$ cat config.mk
export PLATFORM = sky130hd
export DESIGN_NAME = exponential_adsr_envelope
export DESIGN_NICKNAME = d
export VERILOG_FILES = /design/src/ead_pkg.sv /design/src/ead_mul.sv /design/src/ead_div.sv /design/src/exponential_adsr_envelope.sv
export SDC_FILE = /design/constraint.sdc
export NUM_CORES = 2
export LEC_CHECK = 0
export BUFFER_PORTS_ARGS = -buffer_cell sky130_fd_sc_hd__buf_4
export CAP_MARGIN = 10
export CORE_AREA = 4 4 274 330
export DETAILED_ROUTE_END_ITERATION = 8
export DIE_AREA = 0 0 278 334
export RECOVER_POWER = 100
export SYNTH_ARGS = -nofsm -noshare
export SYNTH_HDL_FRONTEND = slang
export SYNTH_SLANG_ARGS = --single-unit
$ cat constraint.sdc
create_clock -name i_clk -period 10.2 [get_ports i_clk]
set_clock_uncertainty 0.1 [all_clocks]
set_input_delay 0 -clock i_clk [delete_from_list [all_inputs] [get_ports i_clk]]
set_output_delay 0 -clock i_clk [all_outputs]
set_load 0.1 [all_outputs]
$ cat src/ead_pkg.sv
// Shared widths, stage codes, register indexes and fixed-point constants
// for the exponential envelope generator. No dependencies.
package ead_pkg;

    localparam int NUM_STAGES = 5;

    localparam int LVL_W   = 24;  // Q1.23 level
    localparam int MUL_W   = 32;  // serial multiplier operand width
    localparam int LEN_W   = 26;  // stage length in samples
    localparam int LOG_W   = 29;  // 5 integer bits, 24 fraction bits
    localparam int FRAC_W  = 24;
    localparam int NUM_W   = 35;  // dividend width
    localparam int MANT_W  = 31;  // normalized mantissa, Q1.30

    localparam logic [2:0] STG_OFF     = 3'd0;
    localparam logic [2:0] STG_ATTACK  = 3'd1;
    localparam logic [2:0] STG_DECAY   = 3'd2;
    localparam logic [2:0] STG_SUSTAIN = 3'd3;
    localparam logic [2:0] STG_RELEASE = 3'd4;

    localparam logic [2:0] REG_SAMPLE_RATE   = 3'd0;
    localparam logic [2:0] REG_ATTACK_TIME   = 3'd1;
    localparam logic [2:0] REG_DECAY_TIME    = 3'd2;
    localparam logic [2:0] REG_SUSTAIN_LEVEL = 3'd3;
    localparam logic [2:0] REG_RELEASE_TIME  = 3'd4;
    localparam logic [2:0] REG_MINIMUM_LEVEL = 3'd5;

    localparam logic [LVL_W-1:0] FULL_SCALE = 24'd8388608;
    localparam logic [31:0]      ONE_Q30    = 32'h4000_0000;
    localparam logic [31:0]      LN2_Q32    = 32'd2977044472;

endpackage

$ cat src/ead_mul.sv
// Bit-serial shift-add multiplier, 32 x 32 -> 64, one multiplier bit per cycle.
// Depends on ead_pkg.
module ead_mul (
    input  logic                          i_clk,
    input  logic                          i_rst_n,
    input  logic                          i_start,
    input  logic [ead_pkg::MUL_W-1:0]     i_a,
    input  logic [ead_pkg::MUL_W-1:0]     i_b,
    output logic                          o_done,
    output logic [2*ead_pkg::MUL_W-1:0]   o_prod
);

    logic [2*ead_pkg::MUL_W-1:0] r_acc;
    logic [ead_pkg::MUL_W-1:0]   r_a;
    logic [ead_pkg::MUL_W-1:0]   r_b;
    logic [4:0]                  r_cnt;
    logic                        r_busy;
    logic                        r_done;
    logic [ead_pkg::MUL_W:0]     w_sum;

    assign w_sum = {1'b0, r_acc[2*ead_pkg::MUL_W-1:ead_pkg::MUL_W]}
                 + (r_b[0] ? {1'b0, r_a} : '0);

    always_ff @(posedge i_clk) begin
        if (!i_rst_n) begin
            r_busy <= 1'b0;
            r_done <= 1'b0;
        end else begin
            r_done <= 1'b0;
            if (i_start) begin
                r_a    <= i_a;
                r_b    <= i_b;
                r_acc  <= '0;
                r_cnt  <= '0;
                r_busy <= 1'b1;
            end else if (r_busy) begin
                r_acc <= {w_sum, r_acc[ead_pkg::MUL_W-1:1]};
                r_b   <= r_b >> 1;
                r_cnt <= r_cnt + 5'd1;
                if (r_cnt == 5'd31) begin
                    r_busy <= 1'b0;
                    r_done <= 1'b1;
                end
            end
        end
    end

    assign o_done = r_done;
    assign o_prod = r_acc;

endmodule

$ cat src/ead_div.sv
// Restoring divider, one quotient bit per cycle, 35-bit dividend by 26-bit divisor.
// Depends on ead_pkg.
module ead_div (
    input  logic                        i_clk,
    input  logic                        i_rst_n,
    input  logic                        i_start,
    input  logic [ead_pkg::NUM_W-1:0]   i_num,
    input  logic [ead_pkg::LEN_W-1:0]   i_den,
    output logic                        o_done,
    output logic [ead_pkg::NUM_W-1:0]   o_quot
);

    logic [ead_pkg::NUM_W-1:0] r_num;
    logic [ead_pkg::NUM_W-1:0] r_quot;
    logic [ead_pkg::LEN_W-1:0] r_den;
    logic [ead_pkg::LEN_W-1:0] r_rem;
    logic [5:0]                r_cnt;
    logic                      r_busy;
    logic                      r_done;
    logic [ead_pkg::LEN_W:0]   w_trial;
    logic                      w_fit;

    assign w_trial = {r_rem, r_num[ead_pkg::NUM_W-1]};
    assign w_fit   = (w_trial >= {1'b0, r_den});

    always_ff @(posedge i_clk) begin
        if (!i_rst_n) begin
            r_busy <= 1'b0;
            r_done <= 1'b0;
        end else begin
            r_done <= 1'b0;
            if (i_start) begin
                r_num  <= i_num;
                r_den  <= i_den;
                r_rem  <= '0;
                r_quot <= '0;
                r_cnt  <= '0;
                r_busy <= 1'b1;
            end else if (r_busy) begin
                r_rem  <= w_fit ? ead_pkg::LEN_W'(w_trial - {1'b0, r_den})
                                : w_trial[ead_pkg::LEN_W-1:0];
                r_quot <= {r_quot[ead_pkg::NUM_W-2:0], w_fit};
                r_num  <= r_num << 1;
                r_cnt  <= r_cnt + 6'd1;
                if (r_cnt == 6'(ead_pkg::NUM_W - 1)) begin
                    r_busy <= 1'b0;
                    r_done <= 1'b1;
                end
            end
        end
    end

    assign o_done = r_done;
    assign o_quot = r_quot;

endmodule

$ cat src/exponential_adsr_envelope.sv
// Exponential ADSR envelope generator: top level with sequencer and registers.
// Depends on ead_pkg, ead_mul (serial multiplier) and ead_div (serial divider).
//
//   channel   direction  handshake                  payload
//   request   in         i_in_valid / o_in_stall    i_req_type, i_target_stage
//   result    out        o_out_valid / i_out_stall  o_level, o_stage
//   config    in         APB psel/penable/pready    paddr, pwdata, prdata
//
// A tick inside a running stage shows its result after one pass of the
// bit-serial multiplier. A stage entry into attack, decay or release runs a
// length multiply, two logarithms of up to 23 normalize shifts and 24 squarings
// each on the shared serial multiplier, ln 2 scaling and a 35-step divide. A
// tick that ends a stage adds one more multiply pass. Entering off or sustain
// by command needs no multiply; ticks in off or sustain and dropped commands
// go straight to the result state. One request is in work at a time.
// Reset is synchronous: stage off, level zero, multiplier 1.0, registers at
// their defaults. A stalled result holds in the output register; the
// sequencer waits there until it is taken.
module exponential_adsr_envelope (
    input  logic        i_clk,
    input  logic        i_rst_n,
    input  logic        i_in_valid,
    output logic        o_in_stall,
    input  logic        i_req_type,
    input  logic [2:0]  i_target_stage,
    output logic        o_out_valid,
    input  logic        i_out_stall,
    output logic [23:0] o_level,
    output logic [2:0]  o_stage,
    input  logic        psel,
    input  logic        penable,
    input  logic        pwrite,
    input  logic [4:0]  paddr,
    input  logic [31:0] pwdata,
    output logic [31:0] prdata,
    output logic        pready
);

    typedef enum logic [3:0] {
        S_IDLE, S_ENTER, S_LENW, S_NORM, S_SQ, S_SQW, S_LOGD,
        S_LNW, S_DIVW, S_TICK, S_TICKW, S_DONE
    } t_state;

    t_state r_state;

    // configuration
    logic [17:0] r_sample_rate;
    logic [23:0] r_attack_time, r_decay_time, r_sustain_level;
    logic [23:0] r_release_time, r_minimum_level;

    // envelope state
    logic [2:0]                  r_stage;
    logic [ead_pkg::LVL_W-1:0]   r_level;
    logic [31:0]                 r_mult;
    logic [31:0]                 r_count;
    logic [ead_pkg::LEN_W-1:0]   r_len;

    // sequencer working registers
    logic                        r_do_tick;
    logic [2:0]                  r_next_stage;
    logic [ead_pkg::LVL_W-1:0]   r_end_lvl;
    logic [ead_pkg::MANT_W-1:0]  r_m;
    logic [4:0]                  r_top;
    logic [ead_pkg::FRAC_W-1:0]  r_frac;
    logic [4:0]                  r_step;
    logic                        r_log_sel;
    logic [ead_pkg::LOG_W-1:0]   r_log_s;
    logic                        r_down;
    logic [ead_pkg::MUL_W-1:0]   r_mul_a, r_mul_b;
    logic                        r_mul_start;
    logic [ead_pkg::NUM_W-1:0]   r_div_num;
    logic                        r_div_start;

    logic                        r_out_valid;
    logic [ead_pkg::LVL_W-1:0]   r_out_level;
    logic [2:0]                  r_out_stage;

    logic                          w_mul_done;
    logic [2*ead_pkg::MUL_W-1:0]   w_prod;
    logic                          w_div_done;
    logic [ead_pkg::NUM_W-1:0]     w_quot;

    logic                        w_accept;
    logic                        w_cfg_wr;
    logic [ead_pkg::LVL_W-1:0]   w_floor, w_sus, w_decay_end;
    logic [ead_pkg::LEN_W-1:0]   w_len;
    logic [31:0]                 w_sq;
    logic [ead_pkg::LOG_W-1:0]   w_log;
    logic                        w_le_lt;
    logic [33:0]                 w_tick_p;
    t_state                      w_after_entry;

    ead_mul u_mul (
        .i_clk   (i_clk),
        .i_rst_n (i_rst_n),
        .i_start (r_mul_start),
        .i_a     (r_mul_a),
        .i_b     (r_mul_b),
        .o_done  (w_mul_done),
        .o_prod  (w_prod)
    );

    ead_div u_div (
        .i_clk   (i_clk),
        .i_rst_n (i_rst_n),
        .i_start (r_div_start),
        .i_num   (r_div_num),
        .i_den   (r_len),
        .o_done  (w_div_done),
        .o_quot  (w_quot)
    );

    assign o_in_stall = (r_state != S_IDLE);
    assign w_accept   = i_in_valid && !o_in_stall;
    assign w_cfg_wr   = psel && penable && pwrite && pready;
    assign pready     = 1'b1;

    // Clamp the level registers to full scale where they are used.
    assign w_floor = (r_minimum_level > ead_pkg::FULL_SCALE) ? ead_pkg::FULL_SCALE
                                                              : r_minimum_level;
    assign w_sus   = (r_sustain_level > ead_pkg::FULL_SCALE) ? ead_pkg::FULL_SCALE
                                                              : r_sustain_level;
    assign w_decay_end = (w_sus > w_floor) ? w_sus : w_floor;

    assign w_len    = w_prod[41:16];           // (time * rate) >> 16
    assign w_sq     = w_prod[61:30];           // Q2.30 square of the Q1.30 mantissa, truncated
    assign w_log    = {r_top, r_frac};
    assign w_le_lt  = (w_log < r_log_s);
    assign w_tick_p = w_prod[63:30];
    assign w_after_entry = r_do_tick ? S_TICK : S_DONE;

    always_comb begin
        case (paddr[4:2])
            ead_pkg::REG_SAMPLE_RATE:   prdata = {14'd0, r_sample_rate};
            ead_pkg::REG_ATTACK_TIME:   prdata = {8'd0, r_attack_time};
            ead_pkg::REG_DECAY_TIME:    prdata = {8'd0, r_decay_time};
            ead_pkg::REG_SUSTAIN_LEVEL: prdata = {8'd0, r_sustain_level};
            ead_pkg::REG_RELEASE_TIME:  prdata = {8'd0, r_release_time};
            ead_pkg::REG_MINIMUM_LEVEL: prdata = {8'd0, r_minimum_level};
            default:                    prdata = '0;
        endcase
    end

    always_ff @(posedge i_clk) begin
        if (!i_rst_n) begin
            r_state         <= S_IDLE;
            r_sample_rate   <= 18'd48000;
            r_attack_time   <= 24'd655;
            r_decay_time    <= 24'd32768;
            r_sustain_level <= 24'd4194304;
            r_release_time  <= 24'd65536;
            r_minimum_level <= 24'd839;
            r_stage         <= ead_pkg::STG_OFF;
            r_level         <= '0;
            r_mult          <= ead_pkg::ONE_Q30;
            r_count         <= '0;
            r_len           <= '0;
            r_mul_start     <= 1'b0;
            r_div_start     <= 1'b0;
            r_out_valid     <= 1'b0;
        end else begin
            r_mul_start <= 1'b0;
            r_div_start <= 1'b0;

            if (r_out_valid && !i_out_stall) begin
                r_out_valid <= 1'b0;
            end

            if (w_cfg_wr) begin
                unique case (paddr[4:2])
                    ead_pkg::REG_SAMPLE_RATE:   r_sample_rate   <= pwdata[17:0];
                    ead_pkg::REG_ATTACK_TIME:   r_attack_time   <= pwdata[23:0];
                    ead_pkg::REG_DECAY_TIME:    r_decay_time    <= pwdata[23:0];
                    ead_pkg::REG_SUSTAIN_LEVEL: r_sustain_level <= pwdata[23:0];
                    ead_pkg::REG_RELEASE_TIME:  r_release_time  <= pwdata[23:0];
                    ead_pkg::REG_MINIMUM_LEVEL: r_minimum_level <= pwdata[23:0];
                    default: ;
                endcase
            end

            unique case (r_state)
                S_IDLE: begin
                    if (w_accept) begin
                        r_do_tick <= !i_req_type;
                        if (i_req_type) begin
                            // Force a stage; drop codes beyond release.
                            if (i_target_stage < 3'(ead_pkg::NUM_STAGES)) begin
                                r_next_stage <= i_target_stage;
                                r_state      <= S_ENTER;
                            end else begin
                                r_state <= S_DONE;
                            end
                        end else if (r_stage == ead_pkg::STG_OFF ||
                                     r_stage == ead_pkg::STG_SUSTAIN) begin
                            r_state <= S_DONE;
                        end else if (r_count >= {6'd0, r_len}) begin
                            // Stage over: advance in cyclic order.
                            r_next_stage <= (r_stage == ead_pkg::STG_RELEASE)
                                          ? ead_pkg::STG_OFF : r_stage + 3'd1;
                            r_state      <= S_ENTER;
                        end else begin
                            r_state <= S_TICK;
                        end
                    end
                end

                S_ENTER: begin
                    r_stage <= r_next_stage;
                    r_count <= '0;
                    r_mul_b <= {14'd0, r_sample_rate};
                    unique case (r_next_stage)
                        ead_pkg::STG_ATTACK: begin
                            r_level     <= w_floor;
                            r_end_lvl   <= ead_pkg::FULL_SCALE;
                            r_mul_a     <= {8'd0, r_attack_time};
                            r_mul_start <= 1'b1;
                            r_state     <= S_LENW;
                        end
                        ead_pkg::STG_DECAY: begin
                            r_level     <= ead_pkg::FULL_SCALE;
                            r_end_lvl   <= (w_decay_end == '0) ? 24'd1 : w_decay_end;
                            r_mul_a     <= {8'd0, r_decay_time};
                            r_mul_start <= 1'b1;
                            r_state     <= S_LENW;
                        end
                        ead_pkg::STG_RELEASE: begin
                            // Keep the level; ramp toward the floor.
                            r_end_lvl   <= (w_floor == '0) ? 24'd1 : w_floor;
                            r_mul_a     <= {8'd0, r_release_time};
                            r_mul_start <= 1'b1;
                            r_state     <= S_LENW;
                        end
                        ead_pkg::STG_SUSTAIN: begin
                            r_len   <= '0;
                            r_level <= w_sus;
                            r_mult  <= ead_pkg::ONE_Q30;
                            r_state <= w_after_entry;
                        end
                        default: begin
                            r_len   <= '0;
                            r_level <= '0;
                            r_mult  <= ead_pkg::ONE_Q30;
                            r_state <= w_after_entry;
                        end
                    endcase
                end

                S_LENW: begin
                    if (w_mul_done) begin
                        r_len <= w_len;
                        if (r_level == '0 || w_len == '0) begin
                            r_mult  <= ead_pkg::ONE_Q30;
                            r_state <= w_after_entry;
                        end else begin
                            r_m       <= {r_level, 7'd0};
                            r_top     <= 5'd23;
                            r_log_sel <= 1'b0;
                            r_state   <= S_NORM;
                        end
                    end
                end

                // Shift the mantissa up one place a cycle to find the top bit.
                S_NORM: begin
                    if (r_m[ead_pkg::MANT_W-1]) begin
                        r_frac  <= '0;
                        r_step  <= '0;
                        r_state <= S_SQ;
                    end else begin
                        r_m   <= r_m << 1;
                        r_top <= r_top - 5'd1;
                    end
                end

                S_SQ: begin
                    r_mul_a     <= {1'b0, r_m};
                    r_mul_b     <= {1'b0, r_m};
                    r_mul_start <= 1'b1;
                    r_state     <= S_SQW;
                end

                // Each square yields one fraction bit of the logarithm.
                S_SQW: begin
                    if (w_mul_done) begin
                        r_frac <= {r_frac[ead_pkg::FRAC_W-2:0], w_sq[31]};
                        r_m    <= w_sq[31] ? w_sq[31:1] : w_sq[30:0];
                        if (r_step == 5'(ead_pkg::FRAC_W - 1)) begin
                            r_state <= S_LOGD;
                        end else begin
                            r_step  <= r_step + 5'd1;
                            r_state <= S_SQ;
                        end
                    end
                end

                S_LOGD: begin
                    if (!r_log_sel) begin
                        r_log_s   <= w_log;
                        r_m       <= {r_end_lvl, 7'd0};
                        r_top     <= 5'd23;
                        r_log_sel <= 1'b1;
                        r_state   <= S_NORM;
                    end else begin
                        r_down      <= w_le_lt;
                        r_mul_a     <= ead_pkg::LN2_Q32;
                        r_mul_b     <= {3'd0, w_le_lt ? r_log_s - w_log : w_log - r_log_s};
                        r_mul_start <= 1'b1;
                        r_state     <= S_LNW;
                    end
                end

                // Scale log2 difference by ln 2, move Q.24 to Q.30, then divide.
                S_LNW: begin
                    if (w_mul_done) begin
                        r_div_num   <= {w_prod[60:32], 6'd0};
                        r_div_start <= 1'b1;
                        r_state     <= S_DIVW;
                    end
                end

                S_DIVW: begin
                    if (w_div_done) begin
                        if (!r_down) begin
                            r_mult <= (w_quot > 35'h0_3FFF_FFFF) ? 32'h7FFF_FFFF
                                    : ead_pkg::ONE_Q30 + w_quot[31:0];
                        end else begin
                            r_mult <= (w_quot > 35'h0_C000_0000) ? 32'h8000_0000
                                    : ead_pkg::ONE_Q30 - w_quot[31:0];
                        end
                        r_state <= w_after_entry;
                    end
                end

                S_TICK: begin
                    if (r_count != 32'hFFFF_FFFF) begin
                        r_count <= r_count + 32'd1;
                    end
                    if (r_mult[31]) begin
                        r_level <= '0;
                        r_state <= S_DONE;
                    end else begin
                        r_mul_a     <= r_mult;
                        r_mul_b     <= {8'd0, r_level};
                        r_mul_start <= 1'b1;
                        r_state     <= S_TICKW;
                    end
                end

                S_TICKW: begin
                    if (w_mul_done) begin
                        r_level <= (w_tick_p > 34'(ead_pkg::FULL_SCALE))
                                 ? ead_pkg::FULL_SCALE : w_tick_p[23:0];
                        r_state <= S_DONE;
                    end
                end

                // Hold here until the output register is free.
                S_DONE: begin
                    if (!r_out_valid || !i_out_stall) begin
                        r_out_valid <= 1'b1;
                        r_out_level <= r_level;
                        r_out_stage <= r_stage;
                        r_state     <= S_IDLE;
                    end
                end

                default: r_state <= S_IDLE;
            endcase
        end
    end

    assign o_out_valid = r_out_valid;
    assign o_level     = r_out_level;
    assign o_stage     = r_out_stage;

endmodule

# Word-level counts from Yosys, hierarchy flattened

Index checks and enable logic that the tools add are counted.

Add/subtract/negate cells: 12
Magnitude comparators: 10
Equal/unequal tests: 48
Multiplexer cells: 106
Bitwise operators: 4
Reductions and logical operators: 66

Operator list:

| operator               | number |
|---|---|
| $mux W32               | 15 |
| $pmux W32 S4           | 2 |
| $mux W24               | 10 |
| $pmux W32 S3           | 2 |
| $mux W31               | 6 |
| $pmux W24 S3           | 2 |
| $pmux W24 S6           | 1 |
| $pmux W31 S4           | 1 |
| $mux W35               | 3 |
| $mux W26               | 4 |
| $pmux W24 S4           | 1 |
| $logic_not A24 Y1      | 3 |
| $mux W64               | 1 |
| $pmux W32 S2           | 1 |
| $sub A29 B29 Y29       | 2 |
| $mux W4                | 14 |
| $pmux W26 S2           | 1 |
| $gt A24 B24 Y1 const B | 2 |
| $pmux W24 S2           | 1 |
| $pmux W4 S12           | 1 |
| $mux W5                | 8 |
| $gt A35 B30 Y1 const B | 1 |
| $gt A35 B32 Y1 const B | 1 |
| $gt A34 B24 Y1 const B | 1 |
| other kinds (54)       | 162 |

Register bits: 770
Output and inout port bits: 62

# Longest topological paths before layout

Depth in word-level cells: 7
Gate-level depth with buffers: 18
Mapped depth without buffers: 16

# Cells and area by module

A second synthesis with hierarchy kept.

Cell total of the unflattened synthesis: 4132
Area total of the unflattened synthesis: 41360.9 µm²

By module, submodules not included:

| module                    | instances | cells an instance | area an instance (µm²) | sequential area each (µm²) |
|---|---|---|---|---|
| exponential_adsr_envelope | 1         | 3058              | 27759.1                | 12542.0 |
| ead_mul                   | 1         | 538               | 6917.9                 | 4033.9 |
| ead_div                   | 1         | 536               | 6683.9                 | 3883.7 |

# Worst setup path before layout

No wires, ideal clock.

Path type: register to register
Start: register r_div_start
End: register u_div.r_quot (netlist bit u_div.o_quot[0]), enable pin
Setup time: 0.553 ns
Arrival: 4.931 ns
Setup slack: 4.616 ns
Cell stages (with the launch flop): 5
Buffers on the path: 2
Period minus slack after synthesis: 5.584 ns
Cells stage by stage: dfxtp_1 -> clkbuf_1 -> clkbuf_1 -> nor2_1 -> nor2_1

Word-level cells in the longest chain between the ends: 2

RTL lines:

| element                             | line                             | RTL |
|---|---|---|
| start: declaration                  | exponential_adsr_envelope.sv:72  | `logic r_div_start;` |
| start signal: assignment            | exponential_adsr_envelope.sv:159 | `r_div_start <= 1'b0;` |
| start signal: assignment            | exponential_adsr_envelope.sv:163 | `r_div_start <= 1'b0;` |
| start signal: assignment            | exponential_adsr_envelope.sv:316 | `r_div_start <= 1'b1;` |
| $reduce_bool A2 Y1 (no source line) | n/a                              |  |
| $reduce_and A2 Y1 (no source line)  | n/a                              |  |
| end signal: assignment              | ead_div.sv:42                    | `r_quot <= {r_quot[ead_pkg::NUM_W-2:0], w_fit};` |
| end: declaration                    | ead_div.sv:14                    | `logic [ead_pkg::NUM_W-1:0] r_quot;` |

Every way passes these cells.
A chain may end at the register's enable or synchronous reset.

# Worst setup path in the final report

Start: register r_next_stage[2]
End: register r_mul_a[4] (netlist name), enable pin

Word-level cells in the longest chain between the ends: 3
Elaborated cells on any way between the ends: 5

RTL lines:

| element                              | line                             | RTL |
|---|---|---|
| start: declaration                   | exponential_adsr_envelope.sv:60  | `logic [2:0] r_next_stage;` |
| start signal: assignment             | exponential_adsr_envelope.sv:188 | `r_next_stage <= i_target_stage;` |
| start signal: assignment             | exponential_adsr_envelope.sv:198 | `r_next_stage <= (r_stage == ead_pkg::STG_RELEASE)` |
| $eq A3 B3 Y1 (tied with other cells) | exponential_adsr_envelope.sv:211 | `unique case (r_next_stage)` |
| $ne A4 B4 Y1 (no source line) *      | n/a                              |  |
| $reduce_and A5 Y1 (no source line) * | n/a                              |  |
| end signal: assignment               | exponential_adsr_envelope.sv:215 | `r_mul_a <= {8'd0, r_attack_time};` |
| end signal: assignment               | exponential_adsr_envelope.sv:222 | `r_mul_a <= {8'd0, r_decay_time};` |
| end signal: assignment               | exponential_adsr_envelope.sv:229 | `r_mul_a <= {8'd0, r_release_time};` |
| end: declaration                     | exponential_adsr_envelope.sv:69  | `logic [ead_pkg::MUL_W-1:0] r_mul_a, r_mul_b;` |

Every way passes the cells marked *; elsewhere a longest branch is shown, timed or not.

==> impl_metrics.yaml <==
outcome:
  status: "finished with violations"
  violations: "capacitance limit, slew limit"
synthesis:
  syn_inst: 3970
  synth.avg_cell_area_sq_um: 9.81
  synth_cell_types: 91
  synth-seq-cells: 747
  async_reset_ff_share_pct: 0
  synth_edf_count: 481
  synth_ff_type: "edfxtp_1"
  synth-seq-area-share_pct: 50.8
  netlist_area_sq_mm: 0.0389
  ys_warn_count: 0
critical_path:
  rr_worst_depth: 9
  worst_path_dominant_cell_family: "buffers and inverters"
  crit_required_ps: 10350
  rr_startpoint: "r_next_stage[2]$_DFFE_PP_"
  crit_chain: "inv_1, and3_1, clkbuf_1, nor2_4, clkbuf_1, nand3_1, clkbuf_1, and2_0, clkbuf_1"
  cp-start-kind: "flop"
  crit_cells: 9
  arrival_ps: 6930
  cp_num_buf_inv: 5
  cp_slowest_stage_delay_ps: 1270
  path_max_fanout: 30
  cpMostUsedCell: "clkbuf_1"
  end_kind: "flop"
  crit_slowest_cell: "clkbuf_1"
  startpoint: "r_next_stage[2]$_DFFE_PP_"
  path_class: "flop to flop"
timing:
  worst_pin_slew_ps: 4000
  slew_violations: 892
  max_freq_mhz: 148
  slew_headroom_pct: -167
  setup_ws_ps: 3420
  rsz0062_at_grt: "no"
  min_period_ps: 6780
  period_share_pct: 66.4
  setup_viol: 0
  hold_viol: 0
  finalSetupTns_ps: 0
pwr:
  switchingPower_mw: 2.58
  vdd_drop_max_uv: 152
  p_leak_nw: 15.6
  p_int_mw: 5.75
  netSwitchingFraction_pct: 31.0
  power_frac_seq_pct: 46.7
  clockPowerShare_pct: 36.0
  p_total_mw: 8.34
  pwr-share-comb_pct: 17.3
  pwr_density_cell_mw_per_mm2: 192
cts:
  clkLatencyLatePin_ps: 680
  htreeDepth: 3
  cts_tree: "yes"
  cts_setup_buffers: 0
  cts_num_sinks: 747
  ctsRootBufferMaster: "clkbuf_16"
  post_cts_resized: 0
  cts-buffers-inserted: 81
  cts.path.max_buffers: 3
  clk_pin_slew_ps: 60
die:
  die_y_um: 334
  die-area_sq_mm: 0.0929
  row_count: 119
  start_util_pct: 44.6
  die_w_um: 278
  core_sq_mm: 0.0873
  io_pins: 110
detailed_routing:
  drc_errors: 0
  routed_wl_mm: 121
  viasPerCell: 5.96
  initialDrtViolationCount: 3432
  final_antenna_net_count: 0
  dr.pass1.iters: 7
  vias: 31200
  routedWlPerCell_um: 23.2
placed_design:
  place_ws_ps: 5240
  io_buffers: 90
  gp_congestion: 0.947
  placed_cells: 5034
  dp_hpwl_mm: 85.0
finish:
  layout.cells.non_filler: 5233
  fin_util_pct: 49.8
  drive_gt1_share_pct: 7.49
  area_growth_pct: 11.5
  final_nets: 4246
grt:
  gr-total-overflow: 0
  antenna_found_initial: 9
  grt_max_degree: 194
  grt_pass1_vias: 29432
  grt_pass1_wl_mm: 182
  grt_util_all_layers_pct: 25.2
hold_path:
  whs_path_depth: 6
  min_path_type: "input pin to flop"
  hold_path.startpoint: "pwrite"
job:
  drv_cap: 26
cell usage after synthesis (27+ instances only):
library cell,count,area (sq um)
a211oi_1,50,375
a21o_1,46,345
a21oi_1,371,1860
a221oi_1,29,254
a222oi_1,41,410
a22oi_1,99,743
and2_1,57,357
and3_1,27,169
clkbuf_1,194,728
dfxtp_1,266,5330
edfxtp_1,481,14400
ha_1,179,2240
inv_1,192,721
mux2_2,90,1010
mux2i_1,48,480
nand2_1,541,2030
nand3_1,126,631
nand4_1,44,275
nor2_1,313,1170
nor2b_1,64,400
nor3_1,54,270
nor4_1,46,288
o21ai_0,136,681
o22ai_1,44,275
xnor2_1,55,482
xor2_1,53,464
tightest hold or removal path: stages:
cell and delay [ps]:
buf_4 110, nand3_1 200, nor3_2 50, buf_4 240
nand2_1 100, a21oi_1 50
state kept, by name (all words and copies together) (netlist names), 26 cells and up:
signal and flops:
u_div.o_quot 35, r_count 32, u_div.r_den 26, r_mul_a 32, r_m 31, r_len 26
r_mul_b 31, u_div.r_rem 26, r_mult 32, u_div.r_num 29, r_log_s 29, u_mul.r_a 32
r_div_num 29, u_mul.r_b 31, u_mul.o_prod 48
power groups by stage:
| stage | clock network (mW) | logic (mW) | registers (mW) |
|---|---|---|---|
| 6_report | 3.00 | 1.44 | 3.90 |
| 3_5_place_dp | 0 | 1.43 | 3.93 |
| 5_1_grt | 3.16 | 1.58 | 3.91 |
| 4_1_cts | 3.05 | 1.45 | 3.87 |
| 3_3_place_gp | 0 | 1.42 | 3.93 |
| 2_1_floorplan | 0 | 1.05 | 3.75 |
worst paths after layout:
kind              slack (ps)                         endpoint
setup / recovery        3420             r_mul_a[4]$_DFFE_PP_
hold / removal            30  r_sustain_level[7]$_SDFFE_PN0P_
setup reg to reg        3420             r_mul_a[4]$_DFFE_PP_
hold reg to reg          320          u_mul.r_a[20]$_DFFE_PP_
area by class of cell:
| cell class | instances | area, sq um |
|---|---|---|
| diodes | 1 | 2.50 |
| inverters | 196 | 741 |
| well taps | 1149 | 1440 |
| repair buffers | 187 | 1210 |
| flip-flops and latches | 747 | 19800 |
| clock inverters | 41 | 483 |
| fillers | 8231 | 43800 |
| clock buffers | 110 | 2210 |
| multi-input cells | 2802 | 17600 |
placed cells by master (no fill, tap or decap), drive strengths merged, types with 47 or more instances in the layout:
master,n
inv,197
mux2,90
nor2b,64
nand2,543
and2,58
nor3,56
o21ai,140
xor2,53
nand3,126
a211oi,50
edfxtp,481
xnor2,55
nor4,47
dfxtp,266
a21oi,371
nor2,313
ha,179
mux2i,48
clkbuf,197
a22oi,99
buf,54
what timing repair did:
| item | CTS | global route |
|---|---|---|
| endpoints found under the setup margin | 0 | 0 |
| endpoints found under the hold margin | 163 | 0 |
| hold buffers | 46 | 0 |
through the flow:
stage	hold WS (ps)	area, sq um
after CTS	13.2	43800
after global routing	71.2	43400
after floorplan	24.0	39000
after global placement	161	40700
final	34.1	43400
after detailed placement	166	40700
cells by family (layout without fill, tap and decap cells):
family	count (synthesis)	in the layout	share of synthesized area (%)
AOI/OAI and AO/OA	1004	1004	16.6
xor gates and xnor gates	108	108	2.43
adders and majority gates	183	183	5.96
buffers and inverters	428	534	4.31
DFF	747	747	50.8
muxes	138	138	3.84
other	2	10	0.0193
and+or+nand+nor	1360	1360	16.1
per-layer routing:
layer | global-route usage [%] | vias to the layer above | wire (um)
li1 | - | 14590 | -
met1 | 32.3 | 15054 | 49000
met2 | 41.9 | 1245 | 57100
met3 | 3.78 | 305 | 8500
met4 | 12.6 | 6 | 6770
met5 | 0 | - | 43
No activity file was read; power rests on OpenSTA's default activity.
